===== config.mk =====
export PLATFORM = sky130hd
export DESIGN_NAME = irc_format_code_stripper_top
export DESIGN_NICKNAME = d
export VERILOG_FILES = /design/src/rtl/core/irc_fcs_pkg.sv /design/src/rtl/core/irc_fcs_front.sv /design/src/rtl/core/irc_fcs_queue.sv /design/src/rtl/core/irc_fcs_back.sv /design/src/rtl/core/irc_format_code_stripper_top.sv
export SDC_FILE = /design/constraint.sdc
export NUM_CORES = 1
export LEC_CHECK = 0
export BUFFER_PORTS_ARGS = -buffer_cell sky130_fd_sc_hd__buf_2
export CORE_ASPECT_RATIO = 1.1
export CORE_MARGIN = 10
export CORE_UTILIZATION = 32
export DETAILED_ROUTE_END_ITERATION = 7
export PLACE_DENSITY = 0.59
export SLEW_MARGIN = 20
export SYNTH_ARGS = -nofsm -noshare
export SYNTH_HDL_FRONTEND = slang
export SYNTH_HIERARCHICAL = 1
export SYNTH_SLANG_ARGS = --single-unit

===== constraint.sdc =====
create_clock -name aclk -period 3.3 [get_ports aclk]
set_input_delay 0.33 -clock aclk [delete_from_list [all_inputs] [get_ports aclk]]
set_output_delay 0.33 -clock aclk [all_outputs]
set_load 0.1 [all_outputs]

===== src/rtl/core/irc_fcs_pkg.sv =====
// Package: shared types and constants of the IRC format code stripper.
`timescale 1ns / 1ps

package irc_fcs_pkg;

    localparam int CHAR_BITS   = 16;
    localparam int OUT_BITS    = 16;
    localparam int QUEUE_DEPTH = 4;

    localparam logic [CHAR_BITS-1:0] COLOR_CODE = CHAR_BITS'('h03);
    localparam logic [CHAR_BITS-1:0] COMMA_CODE = CHAR_BITS'('h2C);
    localparam logic [CHAR_BITS-1:0] DIGIT_LO   = CHAR_BITS'('h30);
    localparam logic [CHAR_BITS-1:0] DIGIT_HI   = CHAR_BITS'('h39);

    localparam logic OP_CHAR = 1'b0;
    localparam logic OP_END  = 1'b1;

    typedef enum logic [2:0] {
        PH_IDLE  = 3'd0,
        PH_INTRO = 3'd1,
        PH_FG1   = 3'd2,
        PH_FG2   = 3'd3,
        PH_COMMA = 3'd4,
        PH_BG1   = 3'd5
    } phase_t;

    typedef struct packed {
        logic                 op;
        logic [CHAR_BITS-1:0] character;
    } in_req_t;

    typedef struct packed {
        logic [OUT_BITS-1:0] out_char;
        logic                is_end;
        logic                last_of_run;
    } out_res_t;

    // Work left for the back end by one request
    typedef struct packed {
        logic                emit_comma;
        logic                emit_char;
        logic                emit_end;
        logic [OUT_BITS-1:0] ch;
    } q_entry_t;

    typedef struct packed {
        logic empty;
        logic full;
    } q_stat_t;

    function automatic logic is_digit(input logic [CHAR_BITS-1:0] c);
        return (c >= DIGIT_LO) && (c <= DIGIT_HI);
    endfunction

    function automatic logic is_dropped(input logic [CHAR_BITS-1:0] c);
        return (c == CHAR_BITS'('h02)) || (c == CHAR_BITS'('h09)) ||
               (c == CHAR_BITS'('h0A)) || (c == CHAR_BITS'('h0E)) ||
               (c == CHAR_BITS'('h0F)) || (c == CHAR_BITS'('h1D)) ||
               (c == CHAR_BITS'('h1E)) || (c == CHAR_BITS'('h1F));
    endfunction

endpackage


===== src/rtl/core/irc_fcs_front.sv =====
// Front end: accepts requests, tracks the colour code phase, queues the work.
`timescale 1ns / 1ps

module irc_fcs_front
    import irc_fcs_pkg::*;
(
    input  logic     aclk,
    input  logic     aresetn,
    input  logic     s_valid,
    output logic     s_ready,
    input  in_req_t  s_data,
    input  q_stat_t  q_stat,
    output logic     q_push,
    output q_entry_t q_entry
);

    phase_t phase_reg;
    phase_t phase_next;
    logic   accept;
    logic   c_digit;
    logic   c_comma;
    logic   c_color;
    logic   idle_emit;
    phase_t idle_phase;

    assign s_ready   = !q_stat.full;
    assign accept    = s_valid && s_ready;
    assign c_digit   = is_digit(s_data.character);
    assign c_comma   = (s_data.character == COMMA_CODE);
    assign c_color   = (s_data.character == COLOR_CODE);
    assign idle_phase = c_color ? PH_INTRO : PH_IDLE;
    assign idle_emit  = !c_color && !is_dropped(s_data.character);

    // Next phase
    always_comb begin
        phase_next = phase_reg;
        if (accept) begin
            if (s_data.op == OP_END) begin
                phase_next = PH_IDLE;
            end else begin
                unique case (phase_reg)
                    PH_INTRO: phase_next = c_digit ? PH_FG1 : idle_phase;
                    PH_FG1: begin
                        if (c_digit)      phase_next = PH_FG2;
                        else if (c_comma) phase_next = PH_COMMA;
                        else              phase_next = idle_phase;
                    end
                    PH_FG2:   phase_next = c_comma ? PH_COMMA : idle_phase;
                    PH_COMMA: phase_next = c_digit ? PH_BG1 : idle_phase;
                    PH_BG1:   phase_next = c_digit ? PH_IDLE : idle_phase;
                    default:  phase_next = idle_phase;
                endcase
            end
        end
    end

    // Work for the back end
    always_comb begin
        q_entry            = '0;
        q_entry.ch         = OUT_BITS'(s_data.character);
        if (s_data.op == OP_END) begin
            q_entry.emit_comma = (phase_reg == PH_COMMA);
            q_entry.emit_end   = 1'b1;
            q_entry.ch         = '0;
        end else begin
            unique case (phase_reg)
                PH_INTRO: q_entry.emit_char = !c_digit && idle_emit;
                PH_FG1:   q_entry.emit_char = !c_digit && !c_comma && idle_emit;
                PH_FG2:   q_entry.emit_char = !c_comma && idle_emit;
                PH_COMMA: begin
                    q_entry.emit_comma = !c_digit;
                    q_entry.emit_char  = !c_digit && idle_emit;
                end
                PH_BG1:   q_entry.emit_char = !c_digit && idle_emit;
                default:  q_entry.emit_char = idle_emit;
            endcase
        end
        q_push = accept &&
                 (q_entry.emit_comma || q_entry.emit_char || q_entry.emit_end);
    end

    always_ff @(posedge aclk) begin
        if (!aresetn) begin
            phase_reg <= PH_IDLE;
        end else begin
            phase_reg <= phase_next;
        end
    end

endmodule


===== src/rtl/core/irc_fcs_queue.sv =====
// Short queue of pending work between the front and back ends.
`timescale 1ns / 1ps

module irc_fcs_queue
    import irc_fcs_pkg::*;
#(
    parameter int DEPTH = QUEUE_DEPTH
) (
    input  logic     aclk,
    input  logic     aresetn,
    input  logic     push,
    input  q_entry_t push_data,
    input  logic     pop,
    output q_entry_t head,
    output q_stat_t  stat
);

    localparam int AW = (DEPTH > 1) ? $clog2(DEPTH) : 1;
    localparam int CW = $clog2(DEPTH + 1);

    q_entry_t          mem_reg [DEPTH];
    logic [AW-1:0]     wr_ptr_reg;
    logic [AW-1:0]     wr_ptr_next;
    logic [AW-1:0]     rd_ptr_reg;
    logic [AW-1:0]     rd_ptr_next;
    logic [CW-1:0]     count_reg;
    logic [CW-1:0]     count_next;
    logic              do_push;
    logic              do_pop;

    assign stat.empty = (count_reg == '0);
    assign stat.full  = (count_reg == CW'(DEPTH));
    assign head       = mem_reg[rd_ptr_reg];
    assign do_push    = push && !stat.full;
    assign do_pop     = pop && !stat.empty;

    always_comb begin
        wr_ptr_next = wr_ptr_reg;
        rd_ptr_next = rd_ptr_reg;
        count_next  = count_reg;
        if (do_push) begin
            wr_ptr_next = (wr_ptr_reg == AW'(DEPTH - 1)) ? '0 : wr_ptr_reg + AW'(1);
        end
        if (do_pop) begin
            rd_ptr_next = (rd_ptr_reg == AW'(DEPTH - 1)) ? '0 : rd_ptr_reg + AW'(1);
        end
        if (do_push && !do_pop) begin
            count_next = count_reg + CW'(1);
        end else if (do_pop && !do_push) begin
            count_next = count_reg - CW'(1);
        end
    end

    always_ff @(posedge aclk) begin
        if (!aresetn) begin
            wr_ptr_reg <= '0;
            rd_ptr_reg <= '0;
            count_reg  <= '0;
        end else begin
            wr_ptr_reg <= wr_ptr_next;
            rd_ptr_reg <= rd_ptr_next;
            count_reg  <= count_next;
        end
    end

    always_ff @(posedge aclk) begin
        if (do_push) begin
            mem_reg[wr_ptr_reg] <= push_data;
        end
    end

endmodule


===== src/rtl/core/irc_fcs_back.sv =====
// Back end: turns queued work into results through the output register.
`timescale 1ns / 1ps

module irc_fcs_back
    import irc_fcs_pkg::*;
(
    input  logic     aclk,
    input  logic     aresetn,
    input  q_entry_t head,
    input  q_stat_t  q_stat,
    output logic     pop,
    output logic     m_valid,
    input  logic     m_ready,
    output out_res_t m_data
);

    logic     m_valid_reg;
    logic     m_valid_next;
    out_res_t m_data_reg;
    out_res_t m_data_next;
    logic     comma_done_reg;
    logic     comma_done_next;
    logic     load;

    assign m_valid = m_valid_reg;
    assign m_data  = m_data_reg;
    assign load    = !m_valid_reg || m_ready;

    always_comb begin
        m_valid_next    = m_valid_reg && !m_ready;
        m_data_next     = m_data_reg;
        comma_done_next = comma_done_reg;
        pop             = 1'b0;
        if (load && !q_stat.empty) begin
            m_valid_next = 1'b1;
            if (head.emit_comma && !comma_done_reg) begin
                // Held comma goes first; advance only if nothing follows it
                m_data_next.out_char    = OUT_BITS'(COMMA_CODE);
                m_data_next.is_end      = 1'b0;
                m_data_next.last_of_run = !(head.emit_char || head.emit_end);
                pop                     = m_data_next.last_of_run;
                comma_done_next         = !m_data_next.last_of_run;
            end else begin
                m_data_next.out_char    = head.emit_end ? '0 : head.ch;
                m_data_next.is_end      = head.emit_end;
                m_data_next.last_of_run = 1'b1;
                pop                     = 1'b1;
                comma_done_next         = 1'b0;
            end
        end
    end

    always_ff @(posedge aclk) begin
        if (!aresetn) begin
            m_valid_reg    <= 1'b0;
            comma_done_reg <= 1'b0;
        end else begin
            m_valid_reg    <= m_valid_next;
            comma_done_reg <= comma_done_next;
        end
    end

    always_ff @(posedge aclk) begin
        m_data_reg <= m_data_next;
    end

endmodule


===== src/rtl/core/irc_format_code_stripper_top.sv =====
// IRC format code stripper: mIRC colour codes and control characters are removed
// from a stream of UTF-16 code units. The front end takes a request every cycle
// while the work queue (QUEUE_DEPTH entries) has room; the back end delivers one
// result per cycle from its output register while the receiver is ready, so a
// request that yields one result gives one output, one that yields a held comma
// plus a character or end marker gives two, and a dropped request gives none.
// End of text (op 1) flushes a held comma, emits an end marker and returns to idle.
`timescale 1ns / 1ps

module irc_format_code_stripper_top
    import irc_fcs_pkg::*;
#(
    parameter int QUEUE_DEPTH_P = QUEUE_DEPTH
) (
    input  logic     aclk,
    input  logic     aresetn,
    input  logic     s_valid,
    output logic     s_ready,
    input  in_req_t  s_data,
    output logic     m_valid,
    input  logic     m_ready,
    output out_res_t m_data
);

    q_stat_t  q_stat;
    q_entry_t q_entry;
    q_entry_t q_head;
    logic     q_push;
    logic     q_pop;

    irc_fcs_front u_front (
        .aclk    (aclk),
        .aresetn (aresetn),
        .s_valid (s_valid),
        .s_ready (s_ready),
        .s_data  (s_data),
        .q_stat  (q_stat),
        .q_push  (q_push),
        .q_entry (q_entry)
    );

    irc_fcs_queue #(
        .DEPTH (QUEUE_DEPTH_P)
    ) u_queue (
        .aclk      (aclk),
        .aresetn   (aresetn),
        .push      (q_push),
        .push_data (q_entry),
        .pop       (q_pop),
        .head      (q_head),
        .stat      (q_stat)
    );

    irc_fcs_back u_back (
        .aclk    (aclk),
        .aresetn (aresetn),
        .head    (q_head),
        .q_stat  (q_stat),
        .pop     (q_pop),
        .m_valid (m_valid),
        .m_ready (m_ready),
        .m_data  (m_data)
    );

    a_queue_state: assert property (@(posedge aclk) disable iff (!aresetn)
        !(q_stat.full && q_stat.empty))
        else $error("queue reports full and empty at once");

    a_no_push_full: assert property (@(posedge aclk) disable iff (!aresetn)
        q_push |-> !q_stat.full)
        else $error("work pushed into a full queue");

    a_no_pop_empty: assert property (@(posedge aclk) disable iff (!aresetn)
        q_pop |-> !q_stat.empty)
        else $error("work popped from an empty queue");

    a_end_is_last: assert property (@(posedge aclk) disable iff (!aresetn)
        (m_valid && m_data.is_end) |-> (m_data.last_of_run && (m_data.out_char == '0)))
        else $error("end marker not last or carries a character");

endmodule

==> metrics.csv <==
stage,metric,value,unit
worst_setup_path,crit path cell chain,mux4_1 -> nor2b_1 -> o21ai_0 -> and2_1 -> o31ai_1 -> ha_1 -> inv_1 -> fa_1 -> xor2_1 -> or3_1 -> a21boi_0,
sta,setup violators final,0,
floorplan,Die Ht,146,microns
final_layout,"commonest non-fill, non-tap cell in the layout",edfxtp_1,
synthesis,Netlist cell types,53,
synthesis,total of warnings raised by yosys,6,
clocking,Worst-path clk slew,0.07,ns
global_routing,vias in the first global route,2616,
worst_hold_path,Hold Crit Class,in2reg,
place,IO buf count,40,
pwr,Static Leak,1.81,nW
worst_hold_path,HP Start,m_ready,
synthesis,syn nets,308,
floorplan,Ports,41,
place,Placer Congestion,0.834,
final_layout,antenna cells,0,
route,DRC,0,
floorplan,Initial Utilization,33.0,%
pwr,Tot Pwr,5.01,mW
flow_run,max cap viols,0,
worst_setup_path,Crit Path Max Fanout,6,
place,dpl hpwl,6050,microns
synthesis,post-synthesis async set-or-reset flop share,0,%
global_routing,GRT Overall Usage,9.29,%
route,drt wl/cell,16.9,microns
route,drt first pass iters,4,
worst_setup_path,class of the most critical setup path,reg2reg,
clocking,TritonCTS buffer count,9,
final_layout,post-route cell area,5270,sq um
sta,Worst Skew,0.00599,ns
route,via/cell ratio,4.78,
final_layout,max reg flops,76,
sta,worst slew pin tran,1.10,ns
worst_setup_path,Worst R2R Path Depth,11,
worst_setup_path,Worst R2R End,u_queue/count_reg[2]$_SDFFE_PN0P_,
clocking,CTS tree,yes,
worst_hold_path,Hold Path Cell Cnt,3,
worst_setup_path,Critical Path RT,3.57,ns
floorplan,core area,13900,sq um
sta,Final Hold Fails,0,
sta,fmax,0.337,GHz
final_layout,fin nets,354,
worst_setup_path,critical path launch point type,flop,
route,Total Wirelength,8780,microns
pwr,Peak VDD IR,0.000342,V
clocking,Clock Latency Late Sink,0.34,ns
sta,Final TNS setup,0,ns
synthesis,Post-synth EDFFs,94,
synthesis,synthesized cell area,4590,sq um
final_layout,fin util,37.9,%
global_routing,GR Overflow Total,0,
worst_setup_path,CP arrival,3.24,ns
route,number of DRC markers in iteration 0,170,
synthesis,sequential area share after synthesis,67.6,%
sta,"Slew Viols, Final",0,
worst_setup_path,crit-path max cell delay,0.51,ns
worst_setup_path,CP top delay family,simple AND/OR/NAND/NOR gates,
final_layout,most frequent cells in the layout,"edfxtp_1, buf_2, nor2b_1, and2_1",
route,DRT antenna net count,0,
pwr,power per cell area,951,nW/um^2
synthesis,Main synth FF type,edfxtp_1,
global_routing,largest net degree at the start of global routing,25,
clocking,clk sink count,108,
floorplan,Die Wd,134,microns
floorplan,FP Rows,45,
worst_hold_path,Worst Hold End,u_back/m_valid$_SDFF_PN0_,
synthesis,count of state elements after synthesis,108,
sta,fin crit share,90.0,%
sta,relative slew slack,27.0,%
worst_setup_path,Critical path buffers and inverters,1,
sta,RSZ-0062 raised after global routing,no,
global_routing,first-pass GRT wire length,14400,microns
final_layout,Area growth syn-to-layout,14.9,%
floorplan,Die ar.,19500,sq um
final_layout,share of cells above drive strength 1,25.4,%
route,via count,2480,
worst_setup_path,crit path capture type,flop,
place,DP Area,5000,sq um
clocking,clock buffer depth,2,
synthesis,Mean Syn Cell Area,16.4,sq um
worst_setup_path,CP max stage cell,dfxtp_1,
final_layout,fill count,1328,
clocking,CTS root buffer,clkbuf_16,
sta,hold slack,0.328,ns
synthesis,Syn Inst Count,280,
clocking,H-tree depth,3,
clocking,hold buffer count at cts,0,
global_routing,initial antenna violation count,0,
worst_setup_path,worst reg-to-reg setup slack,0.33,ns
run_status,status,completed,
sta,Final Critical Period,2.97,ns
kinds of logic (layout without fill, tap and decap cells):
logic type               Yosys count  in the layout  synth area share (%)
AO/OA/AOI/OAI                     27             27                  4.01
flip-flops                       108            108                  67.6
adder cells (fa/ha/maj)            7              7                  2.07
buffers and inverters             22             73                  2.54
multiplexers                      23             23                  10.9
AND/OR/NAND/NOR                   90             90                  12.2
XOR/XNOR                           3              3                 0.573
stage by stage:
| stage | cells | setup WS [ns] |
|---|---|---|
| after floorplan | 280 | 0.146 |
| after global placement | 503 | 0.274 |
| after detailed placement | 503 | 0.193 |
| after CTS | 519 | 0.256 |
| after global routing | 519 | 0.0502 |
| final | 519 | 0.329 |
final cells by class:
cell class	count	area (sq um)	share of cell area, %
inverters	10	37.5	0.712
flip-flops and latches	108	3100	58.9
multi-input cells	150	1380	26.1
repair buffers	47	253	4.79
clock buffers	10	229	4.34
clock inverters	6	38.8	0.736
well taps	188	235	4.46
timing repair:
action | CTS | global route
buffers inserted | 0 | 0
gates resized for setup | 0 | 1
setup endpoints to repair | 0 | 1
tightest hold or removal path, delay by kind of cell:
family / cells / cell delay, ns
AND/OR/NAND/NOR: 1 / 0.05
AO/OA/AOI/OAI: 1 / 0.15
buffers and inverters: 1 / 0.10
how the worst max path moves through the flow:
stage	slack, ns	end	from	cells past startpoint
after CTS	0.26	u_queue/count_reg[2]$_SDFFE_PN0P_	u_front/phase_reg[1]$_SDFFE_PN0P_	12
after global placement	0.27	u_queue/mem_reg[1][6]$_DFFE_PP_	s_data[1]	8
final	0.33	u_queue/count_reg[2]$_SDFFE_PN0P_	flop	11
after global routing	0.05	u_queue/count_reg[2]$_SDFFE_PN0P_	flop	11
after floorplan	0.15	u_queue/count_reg[2]$_SDFFE_PN0P_	u_queue/count_reg[0]$_SDFFE_PN0P_	13
after detailed placement	0.19	u_queue/count_reg[2]$_SDFFE_PN0P_	s_data[1]	13
metal layers:
layer / global-route usage, % / vias up / part of all wire (%)
li1: - / 1159 / -
met1: 11.9 / 1252 / 47
met2: 14.8 / 63 / 47
met3: 2.86 / 6 / 5.1
met4: 2.45 / 0 / 0.77
met5: 0 / - / 0
synth_stat cells (3+ instances only):
cell / n / area [sq um]
nor3_1: 4 / 20.0
buf_2: 4 / 20.0
o21ai_0: 9 / 45.0
clkbuf_1: 4 / 15.0
and2_1: 20 / 125
nor3b_1: 3 / 22.5
nor2_1: 15 / 56.3
nand3_1: 4 / 20.0
inv_1: 9 / 33.8
mux4_2: 10 / 225
nor2b_1: 20 / 125
edfxtp_1: 94 / 2820
mux4_1: 9 / 236
ha_1: 6 / 75.1
nand2_1: 10 / 37.5
dfxtp_1: 14 / 280
mux2i_1: 4 / 40.0
report_power, final:
part,internal [mW],switching (mW),total (mW)
logic,0.536,1.48,2.01
clock network,0.512,0.463,0.976
registers,1.91,0.118,2.03
total,2.96,2.06,5.01
Note: power is estimated with default switching activity, not from simulation.
